### src/rtl/akc_pkg.sv
`timescale 1ns / 1ps
// Types and constants shared by the autokey cipher engine.
package akc_pkg;

  localparam int unsigned LETTER_W       = 5;
  localparam int unsigned ALPHA_N        = 26;
  localparam int unsigned HALF_N         = 13;
  localparam int unsigned MAX_PRIMER_DEF = 32;
  localparam int unsigned CFG_IDX_W      = 2;
  localparam int unsigned CFG_DATA_W     = 2;

  typedef enum logic [2:0] {
    OP_LOAD_PT = 3'd0,
    OP_LOAD_CT = 3'd1,
    OP_CLEAR   = 3'd2,
    OP_PUSH    = 3'd3,
    OP_TEXT    = 3'd4
  } op_e;

  typedef enum logic [1:0] {
    ST_OK    = 2'd0,
    ST_EMPTY = 2'd1,
    ST_FULL  = 2'd2
  } status_e;

  typedef enum logic [1:0] {
    MODE_QUAGMIRE = 2'd0,
    MODE_BEAUFORT = 2'd1,
    MODE_PORTA    = 2'd2
  } mode_e;

  typedef enum logic [CFG_IDX_W-1:0] {
    CFG_MODE    = 2'd0,
    CFG_VARIANT = 2'd1,
    CFG_DIR     = 2'd2
  } cfg_idx_e;

  typedef struct packed {
    logic [2:0]          op;
    logic [LETTER_W-1:0] position;
    logic [LETTER_W-1:0] letter;
  } in_item_t;

  typedef struct packed {
    logic [LETTER_W-1:0] out_letter;
    logic [1:0]          status;
  } out_item_t;

endpackage

### src/rtl/autokey_cipher_engine.sv
`timescale 1ns / 1ps
// Autokey cipher engine: Quagmire/Vigenere, Beaufort and Porta with a key queue.
// An input transfer is captured in the input register; one pass of table lookups and mod-26
// adds and subtracts then feeds the result register. Throughput: one item per cycle while the
// output does not stall; an output stall holds a result-producing item in the input register.
// Reset: configuration zero, alphabets and inverses identity, key queue empty.
// The key queue storage itself is not cleared.
module autokey_cipher_engine #(
  parameter int unsigned MAX_PRIMER = akc_pkg::MAX_PRIMER_DEF
) (
  input  logic                                 clk_i,
  input  logic                                 rst_ni,
  input  logic                                 in_valid_i,
  output logic                                 in_stall_o,
  input  akc_pkg::in_item_t                    in_data_i,
  output logic                                 out_valid_o,
  input  logic                                 out_stall_i,
  output akc_pkg::out_item_t                   out_data_o,
  input  logic                                 cfg_we_i,
  input  logic [akc_pkg::CFG_IDX_W-1:0]        cfg_idx_i,
  input  logic [akc_pkg::CFG_DATA_W-1:0]       cfg_wdata_i
);
  import akc_pkg::*;

  localparam int unsigned PTR_W = (MAX_PRIMER > 1) ? $clog2(MAX_PRIMER) : 1;
  localparam int unsigned CNT_W = $clog2(MAX_PRIMER + 1);
  localparam logic [CNT_W:0] MaxSum = (CNT_W + 1)'(MAX_PRIMER);

  typedef logic [LETTER_W-1:0] letter_t;

  function automatic letter_t add26(letter_t a, letter_t b);
    logic [LETTER_W:0] s;
    s = {1'b0, a} + {1'b0, b};
    if (s >= (LETTER_W + 1)'(ALPHA_N)) begin
      s = s - (LETTER_W + 1)'(ALPHA_N);
    end
    return s[LETTER_W-1:0];
  endfunction

  function automatic letter_t sub26(letter_t a, letter_t b);
    logic [LETTER_W:0] s;
    s = {1'b0, a} - {1'b0, b};
    if (a < b) begin
      s = s + (LETTER_W + 1)'(ALPHA_N);
    end
    return s[LETTER_W-1:0];
  endfunction

  function automatic letter_t porta_map(letter_t x, letter_t k);
    letter_t shift;
    letter_t s;
    letter_t r;
    shift = {1'b0, k[LETTER_W-1:1]};
    if (x < letter_t'(HALF_N)) begin
      s = x + shift;
      if (s >= letter_t'(HALF_N)) begin
        s = s - letter_t'(HALF_N);
      end
      r = s + letter_t'(HALF_N);
    end else begin
      s = x - letter_t'(HALF_N);
      if (s < shift) begin
        r = s + letter_t'(HALF_N) - shift;
      end else begin
        r = s - shift;
      end
    end
    return r;
  endfunction

  logic [1:0] mode_q;
  logic       variant_q;
  logic       dir_q;

  logic       in_valid_q;
  in_item_t   in_q;

  logic       out_valid_q;
  out_item_t  out_q;

  letter_t    pt_alpha_q   [ALPHA_N];
  letter_t    ct_alpha_q   [ALPHA_N];
  letter_t    pt_inv_q     [ALPHA_N];
  letter_t    ct_inv_let_q [ALPHA_N];
  letter_t    ct_inv_key_q [ALPHA_N];

  letter_t    kq_mem [MAX_PRIMER];
  letter_t    kq_rdata_q;
  logic       kq_fwd_q;
  letter_t    kq_fwd_data_q;

  logic [PTR_W-1:0] head_q, head_d;
  logic [CNT_W-1:0] count_q, count_d;

  letter_t          let_f;
  letter_t          key;
  letter_t          inv_a;
  letter_t          inv_b;
  letter_t          idx;
  letter_t          res;
  letter_t          plain;
  logic [CNT_W:0]   tail_sum;
  logic [PTR_W-1:0] tail;
  logic             is_text;
  logic             is_push;
  logic             q_empty;
  logic             q_full;
  logic             produces;
  logic             out_free;
  logic             go;
  logic             in_take;
  logic             kq_we;
  letter_t          kq_wdata;
  logic             alpha_we;
  logic             pos_ok;
  out_item_t        result;

  assign let_f = (in_q.letter >= letter_t'(ALPHA_N)) ?
                 in_q.letter - letter_t'(ALPHA_N) : in_q.letter;
  assign key   = kq_fwd_q ? kq_fwd_data_q : kq_rdata_q;

  assign is_text  = in_q.op == OP_TEXT;
  assign is_push  = in_q.op == OP_PUSH;
  assign q_empty  = count_q == '0;
  assign q_full   = count_q >= CNT_W'(MAX_PRIMER);
  assign produces = is_text || (is_push && q_full);
  assign out_free = !out_valid_q || !out_stall_i;
  assign go       = in_valid_q && (!produces || out_free);
  assign in_stall_o = in_valid_q && !go;
  assign in_take  = in_valid_i && !in_stall_o;
  assign pos_ok   = in_q.position < letter_t'(ALPHA_N);
  assign alpha_we = go && pos_ok;

  assign tail_sum = {{(CNT_W + 1 - PTR_W){1'b0}}, head_q} + {1'b0, count_q};
  always_comb begin
    if (tail_sum >= MaxSum) begin
      tail = PTR_W'(tail_sum - MaxSum);
    end else begin
      tail = PTR_W'(tail_sum);
    end
  end

  always_comb begin
    inv_a = dir_q ? ct_inv_let_q[let_f] : pt_inv_q[let_f];
    inv_b = ct_inv_key_q[key];
    if (variant_q ^ dir_q) begin
      idx = sub26(inv_a, inv_b);
    end else begin
      idx = add26(inv_a, inv_b);
    end
    case (mode_q)
      MODE_BEAUFORT: res = sub26(key, let_f);
      MODE_PORTA:    res = porta_map(let_f, key);
      default:       res = dir_q ? pt_alpha_q[idx] : ct_alpha_q[idx];
    endcase
    plain = dir_q ? res : let_f;
  end

  always_comb begin
    head_d   = head_q;
    count_d  = count_q;
    kq_we    = 1'b0;
    kq_wdata = let_f;
    result   = '{out_letter: '0, status: ST_OK};
    if (go) begin
      case (in_q.op)
        OP_CLEAR: begin
          head_d  = '0;
          count_d = '0;
        end
        OP_PUSH: begin
          if (q_full) begin
            result.status = ST_FULL;
          end else begin
            kq_we   = 1'b1;
            count_d = count_q + CNT_W'(1);
          end
        end
        OP_TEXT: begin
          if (q_empty) begin
            result.status = ST_EMPTY;
          end else begin
            kq_we             = 1'b1;
            kq_wdata          = plain;
            result.out_letter = res;
            if (head_q == PTR_W'(MAX_PRIMER - 1)) begin
              head_d = '0;
            end else begin
              head_d = head_q + PTR_W'(1);
            end
          end
        end
        default: ;
      endcase
    end
  end

  always_ff @(posedge clk_i or negedge rst_ni) begin
    if (!rst_ni) begin
      mode_q    <= '0;
      variant_q <= 1'b0;
      dir_q     <= 1'b0;
    end else if (cfg_we_i) begin
      case (cfg_idx_i)
        CFG_MODE:    mode_q    <= cfg_wdata_i[1:0];
        CFG_VARIANT: variant_q <= cfg_wdata_i[0];
        CFG_DIR:     dir_q     <= cfg_wdata_i[0];
        default: ;
      endcase
    end
  end

  always_ff @(posedge clk_i or negedge rst_ni) begin
    if (!rst_ni) begin
      in_valid_q  <= 1'b0;
      out_valid_q <= 1'b0;
      head_q      <= '0;
      count_q     <= '0;
    end else begin
      if (in_take) begin
        in_valid_q <= 1'b1;
      end else if (go) begin
        in_valid_q <= 1'b0;
      end
      if (go && produces) begin
        out_valid_q <= 1'b1;
      end else if (!out_stall_i) begin
        out_valid_q <= 1'b0;
      end
      head_q  <= head_d;
      count_q <= count_d;
    end
  end

  always_ff @(posedge clk_i) begin
    if (in_take) begin
      in_q <= in_data_i;
    end
    if (go && produces) begin
      out_q <= result;
    end
  end

  always_ff @(posedge clk_i or negedge rst_ni) begin
    if (!rst_ni) begin
      for (int i = 0; i < ALPHA_N; i++) begin
        pt_alpha_q[i]   <= letter_t'(i);
        ct_alpha_q[i]   <= letter_t'(i);
        pt_inv_q[i]     <= letter_t'(i);
        ct_inv_let_q[i] <= letter_t'(i);
        ct_inv_key_q[i] <= letter_t'(i);
      end
    end else if (alpha_we) begin
      if (in_q.op == OP_LOAD_PT) begin
        pt_alpha_q[in_q.position] <= let_f;
        pt_inv_q[let_f]           <= in_q.position;
      end else if (in_q.op == OP_LOAD_CT) begin
        ct_alpha_q[in_q.position] <= let_f;
        ct_inv_let_q[let_f]       <= in_q.position;
        ct_inv_key_q[let_f]       <= in_q.position;
      end
    end
  end

  // The key at the new head is fetched every cycle; a write to that entry is forwarded.
  always_ff @(posedge clk_i) begin
    if (kq_we) begin
      kq_mem[tail] <= kq_wdata;
    end
    kq_rdata_q    <= kq_mem[head_d];
    kq_fwd_q      <= kq_we && (tail == head_d);
    kq_fwd_data_q <= kq_wdata;
  end

  assign out_valid_o = out_valid_q;
  assign out_data_o  = out_q;

endmodule

### config.mk
export PLATFORM = sky130hd
export DESIGN_NAME = autokey_cipher_engine
export DESIGN_NICKNAME = d
export VERILOG_FILES = /design/src/rtl/akc_pkg.sv /design/src/rtl/autokey_cipher_engine.sv
export SDC_FILE = /design/constraint.sdc
export NUM_CORES = 1
export LEC_CHECK = 0
export ABC_CLOCK_PERIOD_IN_PS = 20200
export CORE_UTILIZATION = 50
export CTS_BUF_LIST = sky130_fd_sc_hd__clkbuf_16
export CTS_CLUSTER_DIAMETER = 100
export DETAILED_ROUTE_END_ITERATION = 8
export DONT_BUFFER_PORTS = 1
export PLACE_DENSITY = 0.76
export SETUP_SLACK_MARGIN = 0.3
export SKIP_LAST_GASP = 1
export SLEW_MARGIN = 0
export SYNTH_ARGS = -nofsm -noshare
export SYNTH_HDL_FRONTEND = slang
export SYNTH_SLANG_ARGS = --single-unit
### constraint.sdc
create_clock -name clk_i -period 20.2 [get_ports clk_i]
set_clock_uncertainty 0.05 [all_clocks]
set_input_delay 4.04 -clock clk_i [delete_from_list [all_inputs] [get_ports clk_i]]
set_output_delay 4.04 -clock clk_i [all_outputs]
set_load 0.02 [all_outputs]
# Word-level counts from Yosys, hierarchy flattened
# Memory sizes are Yosys's and may differ from the RTL's. A register that Yosys moved wholly into a read port is not among the register bits.
# Index checks and enable logic that the tools add are counted.
[word_totals] reg_bits=693 latch_bits=0 mem_bits_rw=160 mem_bits_ro=0 output_inout_bits=9 word_cells=290 mem_count=1
[memory_table] memory="kq_mem" words=32 width=5 rd=1 rd_ports_with_merged_regs=1 wr=1 line="autokey_cipher_engine.sv:87" rtl="letter_t kq_mem [MAX_PRIMER];"
[classes] addsub=18 n_mul=0 n_div=0 magnitude_cmp=16 n_eq_ne=12 n_shift=0 mux=62 n_bitwise=8 n_reduce_logical=29
[op_table] cell="$bwmux W130" count=5
[op_table] cell="$mux W5" count=33
[op_table] cell="$bmux W5 S5" count=5
[op_table] cell="$demux W5 S5" count=2
[op_table] cell="$ge A6 B6 Y1 const B" count=5
[op_table] cell="$not A5 Y6" count=4
[op_table] cell="$pmux W5 S2" count=2
[op_table] cell="$lt A6 B1 Y1 const B" count=2
[op_table] cell="$pmux W6 S2" count=1
[op_table] cell="$add A5 B4 Y5 const B" count=2
[op_table] cell="$add A5 B5 Y5 const B" count=2
[op_table] cell="$lt A5 B5 Y1" count=2
[op_table] cell="$mux W1" count=10
[op_table] cell="$sub A5 B4 Y5" count=2
[op_table] cell="$sub A5 B4 Y5 const B" count=2
[op_table] cell="$sub A5 B5 Y5" count=2
[op_table] cell="$sub A5 B5 Y5 const B" count=2
[op_table] cell="$logic_and A1 B1 Y1" count=9
[op_table] cell="$reduce_and A2 Y1" count=4
[op_table] cell="$add A5 B6 Y7" count=1
[op_table] cell="$ge A7 B6 Y1 const B" count=1
[op_table] cell="$add A5 B5 Y6" count=1
[op_table] cell="$add A6 B1 Y6 const B" count=1
[op_table] cell="$eq A3 B2 Y1 const B" count=2
[op_table] cell="31 further kinds" count=43

# Longest topological paths before layout
# Gate-level depths: netlist (run 1).
[logic_depth] ltp_word=21 ltp_mapped=30 ltp_nobuf=25

# Worst setup path after synthesis (run 1)
# Ideal clock, no wire load.
[synth_timing] kind="input to output" from="input port out_stall_i" to="output port in_stall_o" t_arrival_ps=4560 slack_ps=11550 path_stages=4 path_buffers=0 path_cell_list="nand2_1 > o21ba_2 > nand2_1 > inv_1"
[synth_between] elab_chain_len=6
[synth_rtl] element="start, declared" line="autokey_cipher_engine.sv:17" rtl="input logic out_stall_i,"
[synth_rtl] element="$logic_not A1 Y1"
[synth_rtl] element="$logic_or A1 B1 Y1" line="autokey_cipher_engine.sv:127" rtl="assign out_free = !out_valid_q || !out_stall_i;"
[synth_rtl] element="$logic_or A1 B1 Y1" line="autokey_cipher_engine.sv:128" rtl="assign go = in_valid_q && (!produces || out_free);"
[synth_rtl] element="$logic_and A1 B1 Y1" line="autokey_cipher_engine.sv:128"
[synth_rtl] element="$logic_not A1 Y1" line="autokey_cipher_engine.sv:129" rtl="assign in_stall_o = in_valid_q && !go;"
[synth_rtl] element="$logic_and A1 B1 Y1" line="autokey_cipher_engine.sv:129"
[synth_rtl] element="end, declared" line="autokey_cipher_engine.sv:14" rtl="output logic in_stall_o,"
# No other way between the ends.

# Worst setup path after layout (run 1)
# Ends and elaborated chain as after synthesis.

==> flow_summary.yaml, run 1 <==
setup_path:
  crit_type: "primary input to primary output"
  cp-end-kind: "primary output"
  crit_fanout: 4
  worstReg2RegStart: "in_q[1]$_DFFE_PP_"
  ff2ff_setup_slack_ns: 11.55
  worstPathRequired_ns: 16.11
  arrival_ns: 4.83
  rr_endpoint: "kq_mem[2][3]$_DFFE_PP_"
  cp-start-kind: "primary input"
  rr_worst_depth: 24
clock_tree:
  tritoncts: "built"
  cts_buffer_depth: 3
  clock-sinks: 728
  path_clk_slew_ns: 0.06
  clockRootBuffer: "clkbuf_16"
  cts_buffers: 77
  h-tree-depth: 3
  post_cts_buffers: 0
  cts_hold_buf: 0
  clk_latency_ns: 0.64
  post_cts_resized: 0
sta:
  setup_violations: 0
  worst_slew_pin_slew_ns: 1.72
  hold_viol_final: 0
  fin_crit_ns: 8.92
  timing.setup.tns_ns: 0
  timing.fmax_ghz: 0.112
  fin_crit_sh: 0.442
  slew_viol_final: 133
  slew-limit-headroom: -0.143
  rsz0062_at_grt: "no"
drt:
  vias_per_cell: 6.18
  wire_per_inst_um: 22.4
  drt_first_iter_violations: 2809
  antenna_left: 0
  vias: 25600
  wirelength_um: 92700
  drc: 0
  firstDrtPassIters: 8
hold_path:
  hp-start: "ct_alpha_q[95]$_DFFE_PN0P_"
  min_delay_worst_endpoint: "ct_alpha_q[95]$_DFFE_PN0P_"
  min_path_type: "register to register"
  whs_path_depth: 2
yosys:
  syn_nets: 3270
  synth.distinct_cells: 91
  synth_area_um2: 36300
  synthFlopType: "dfrtp_1"
  synthArstFlopShare: 0.738
  yosysTopAreaCell: "dfrtp_1"
  syn_area_per_cell_um2: 11.4
  ys_ff_latch: 728
  syn_inst: 3196
  synth-edff-count: 180
  synth_area_leaders: "dfrtp_1 21%, dfstp_2 17%, edfxtp_1 15%"
  ys_warn_count: 0
  synth-seq-area-share: 0.533
  yosysTopAreaCellShare: 0.213
layout:
  finish.net_count: 3201
  final_cell_mix: "621 x nand2_1, 336 x mux2_2, 309 x dfrtp_1"
  mostFrequentLayoutCell: "nand2_1"
  drive_gt1_frac: 0.275
  area_growth_pct: 9.05
  final_util: 0.553
grt:
  grt_usage: 0.253
  grt_max_degree: 538
  grt_overflow: 0
  grt_pass1_wl_um: 147000
  antenna_found_initial: 0
  grt_pass1_vias: 25400
floorplan:
  fp.dieW_um: 271
  pin_count: 31
  core_area_um2: 71600
  rows: 98
  die_h_um: 271
  start_util: 0.507
  die-area_um2: 73700
power_and_ir_drop:
  power_density_nw_per_um2: 138
  irDropWorstVdd_uv: 339
  finalPower_w: 0.00547
  p_leak_nw: 16.0
place:
  portBuffers: 0
  gp_congestion: 0.910
  dp_hpwl_um: 57700
status:
  failed_checks: "max-slew violations"
  status: "finished with violations"
run:
  cap_viol_max_count: 0
==> cells in the mapped netlist, drive strengths merged, types with 36 or more instances <==
library cell	number
a21oi	103
a311oi	40
a31oi	36
and3	38
buf	55
clkbuf	135
dfrtp	309
dfstp	228
edfxtp	180
ha	46
inv	48
mux2	337
mux2i	54
mux4	110
nand2	621
nand3	121
nor2	179
nor3	46
o21ai	220
==> critical path, cell delays in order <==
cell and delay, ns:
nand2_1 0.17, o21ba_2 0.33, nand2_1 0.09, inv_1 0.20
==> routing by layer <==
layer,track usage,part of all wire
met5,0,0
met4,0.0939,0.037
met1,0.350,0.42
met2,0.397,0.46
met3,0.0489,0.080
==> layout make-up <==
| cell class | instances | area [µm²] |
|---|---|---|
| fill | 5922 | 32000 |
| sequential | 728 | 19300 |
| multi-input combinational | 2227 | 16000 |
| clock buffer | 81 | 2030 |
| tap | 950 | 1190 |
| clock inverter | 62 | 470 |
| timing repair buffer | 42 | 328 |
| inverter | 51 | 191 |
| antenna | 1 | 2.50 |
==> sequential cells by signal, indices dropped and copies added (netlist names), 2 cells and up <==
signal,cells
kq_mem,160
mode_q,2
ct_inv_let_q,130
pt_inv_q,130
pt_alpha_q,130
out_data_o,7
kq_rdata_q,5
in_q,13
ct_alpha_q,130
count_q,6
head_q,5
kq_fwd_data_q,5
==> per-stage QoR <==
stage,cells,hold WS (ns),instance area [µm²],worst slack (ns)
after floorplan,3196,0.394,36300,11.55
after global placement,3998,0.406,37100,11.26
after detailed placement,3998,0.416,37100,11.27
final,4142,0.426,39600,11.28
after global routing,4141,0.441,39600,11.06
after CTS,4141,0.428,39600,11.26
==> report_power, final <==
part           internal [W]  switching (W)  leakage (nW)
logic              0.000838        0.00158          6.36
clock network      0.000795       0.000603          1.29
registers           0.00160      0.0000472          8.33
total               0.00324        0.00223          16.0
==> worst max-delay path by stage <==
stage	start	end	slack (ns)	cells past startpoint
2_1_floorplan	out_stall_i	in_stall_o	11.55	4
3_3_place_gp	out_stall_i	in_stall_o	11.26	4
3_5_place_dp	out_stall_i	in_stall_o	11.27	4
4_1_cts	out_stall_i	in_stall_o	11.26	4
5_1_grt	in_q[1]$_DFFE_PP_	kq_mem[9][3]$_DFFE_PP_	11.06	24
6_report	out_stall_i	in_stall_o	11.28	4
==> logic make-up (layout without fill, tap and decap cells) <==
logic type | count (synthesis) | in the layout | synth area share
adder cells (fa/ha/maj) | 52 | 52 | 0.0192
buffers and inverters | 241 | 236 | 0.0276
XOR/XNOR | 27 | 27 | 0.00652
other | 0 | 1 | 0
multiplexers | 501 | 501 | 0.188
AO/OA/AOI/OAI | 540 | 540 | 0.0935
flip-flops | 728 | 728 | 0.533
AND/OR/NAND/NOR | 1107 | 1107 | 0.132
(Power assumes the default switching activity.)
==> run 2, diff against run 1 <==
Settings changed: ABC_CLOCK_PERIOD_IN_PS 20200 to 8500.
Clock period 20.2 ns to 8.5 ns, I/O delays scaled along.
==> run 2 against run 1 <==
Net effect:
- the run still ends with max-slew violations left
- first-iteration DRC count is 15% higher
- routed wire length is 2.4% higher
- via count is 0.39% higher
- register-to-register slack worse by 11 ns
- cell area is 0.17% higher
- sequential power is 140% higher
- worst hold slack better by 0.00089 ns
- count of clock-buffer cells in the layout is 1 higher
- combinational power is 140% higher
- sequential share of layout area is 0.082 points lower
- critical endpoint is now kq_mem[12][4]$_DFFE_PP_
==> flow_summary.yaml, run 2 (synthesized netlist as in run 1, its figures left out) <==
sta:
  setup_violations: 0
  slew-limit-headroom: -0.250
  slew_viol_final: 213
  fin_crit_sh: 0.913
  fin_crit_ns: 7.76
  timing.setup.tns_ns: 0
  hold_viol_final: 0
  rsz0062_at_grt: "no"
  timing.hold.ws_ns: 0.427
  worst_slew_pin_slew_ns: 1.88
  timing.fmax_ghz: 0.129
  layout_setup_ws_ns: 0.743
layout:
  fin_area_um2: 39600
  layout.cells.non_filler: 4161
  area_growth_pct: 9.23
  drive_gt1_frac: 0.278
  finish.net_count: 3220
  largest_reg_flops: 160
  top_register: "kq_mem"
  antennaDiodeCount: 0
  mostFrequentLayoutCell: "nand2_1"
  final_cell_mix: "621 x nand2_1, 336 x mux2_2, 309 x dfrtp_1"
floorplan:
  fp.dieW_um: 271
  core_area_um2: 71600
  start_util: 0.507
  pin_count: 31
  rows: 98
  die_h_um: 271
  die-area_um2: 73700
clock_tree:
  clockRootBuffer: "clkbuf_16"
  path_clk_slew_ns: 0.05
  post_cts_resized: 0
  cts_buffers: 78
  clk_latency_ns: 0.64
  h-tree-depth: 3
  cts_buffer_depth: 3
  cts_hold_buf: 0
  tritoncts: "built"
  clock-sinks: 728
  post_cts_buffers: 0
drt:
  vias_per_cell: 6.18
  firstDrtPassIters: 6
  m1WireLength_um: 39700
  top_layer: "met5"
  drt_first_iter_violations: 3236
  wl_met3_um: 7720
  wl_met2_um: 44700
  wire_per_inst_um: 22.8
  antenna_left: 0
  drc: 0
  wirelength_um: 94900
  vias: 25700
setup_path:
  critical_path_buf_inv_count: 3
  crit_chain: "inv_1 > ha_1 > nand4bb_1 > nand3_4 > buf_4 > buf_4 > mux4_2 > o22ai_1 > a21oi_1 > o21ai_0 > o21ai_0 > ha_1 > a211oi_4 > nor2_1 > nor4_1 > nor4_1 > or3_2 > nor2_2 > nand3_1 > o2111ai_1 > o31ai_1 > o21ai_2"
  crit_fanout: 33
  max_stage_delay_ns: 0.96
  crit_type: "register to register"
  cp-end-kind: "register"
  arrival_ns: 7.97
  cp-start-kind: "register"
  cp_slowest_cell: "o21ai_2"
  cpLargestDelayFamily: "simple AND/OR/NAND/NOR gates"
  worstPathRequired_ns: 8.71
place:
  portBuffers: 0
  post-place-ws_ns: 0.898
  place_area_um2: 37200
  gp_congestion: 0.928
  dp_hpwl_um: 61000
  placed_cells: 4016
status:
  failed_checks: "max-slew violations"
  status: "finished with violations"
run:
  cap_viol_max_count: 0
grt:
  grt_overflow: 0
  grt_pass1_vias: 25500
  grt_usage: 0.259
  grt_max_degree: 538
  grt_pass1_wl_um: 149000
  antenna_found_initial: 3
power_and_ir_drop:
  irDropWorstVdd_uv: 407
  power_density_nw_per_um2: 326
  p_leak_nw: 16.1
hold_path:
  min_path_type: "register to register"
==> run 2: path summary, 6_finish.rpt <==
| check | from | cells after the start | slack, ns | to |
|---|---|---|---|---|
| worst max-delay path | in_q[1]$_DFFE_PP_ | 22 | 0.74 | kq_mem[12][4]$_DFFE_PP_ |
| worst min-delay path | ct_alpha_q[32]$_DFFE_PN0P_ | 2 | 0.43 | ct_alpha_q[32]$_DFFE_PN0P_ |
| worst max register to register | in_q[1]$_DFFE_PP_ | 22 | 0.74 | kq_mem[12][4]$_DFFE_PP_ |
| worst min register to register | ct_alpha_q[32]$_DFFE_PN0P_ | 2 | 0.43 | ct_alpha_q[32]$_DFFE_PN0P_ |
| max in group asynchronous | rst_ni | 0 | 6.19 | head_q[1]$_DFF_PN0_ |
| min in group asynchronous | rst_ni | 0 | 0.78 | pt_inv_q[18]$_DFFE_PN0P_ |
==> run 2: worst register-to-register path, stage by stage (launching register included) <==
cell and delay [ns]:
edfxtp_1 0.43, inv_1 0.07, ha_1 0.25, nand4bb_1 0.32, nand3_4 0.35, buf_4 0.46
buf_4 0.23, mux4_2 0.34, o22ai_1 0.15, a21oi_1 0.08, o21ai_0 0.13, o21ai_0 0.37
ha_1 0.46, a211oi_4 0.34, nor2_1 0.13, nor4_1 0.43, nor4_1 0.13, or3_2 0.79
nor2_2 0.28, nand3_1 0.15, o2111ai_1 0.33, o31ai_1 0.15, o21ai_2 0.96
==> run 2: per-stage QoR <==
step | power, W | utilization
after floorplan | 0.00820 | -
after global placement | 0.00952 | 0.520
after detailed placement | 0.00959 | 0.520
after CTS | 0.0128 | 0.554
after global routing | 0.0135 | 0.554
final | 0.0129 | 0.554
==> run 2: where the power goes <==
| group | internal, W | total (W) | switching, W |
|---|---|---|---|
| clock | 0.00179 | 0.00322 | 0.00143 |
| sequential | 0.00381 | 0.00393 | 0.000118 |
| combinational | 0.00210 | 0.00578 | 0.00367 |
==> run 2: area by class of cell <==
type	instances	area, µm²
Fill cell	5944	32000
Sequential cell	728	19300
Inverter	51	191
Tap cell	950	1190
Timing Repair Buffer	60	463
Clock buffer	82	2050
Multi-Input combinational cell	2227	16000
Clock inverter	63	379
==> run 2: routing by layer <==
metal / GRT usage / vias up
li1: - / 11500
met1: 0.358 / 12900
met2: 0.411 / 1135
met3: 0.0487 / 220
met4: 0.0884 / 2
met5: 0 / -
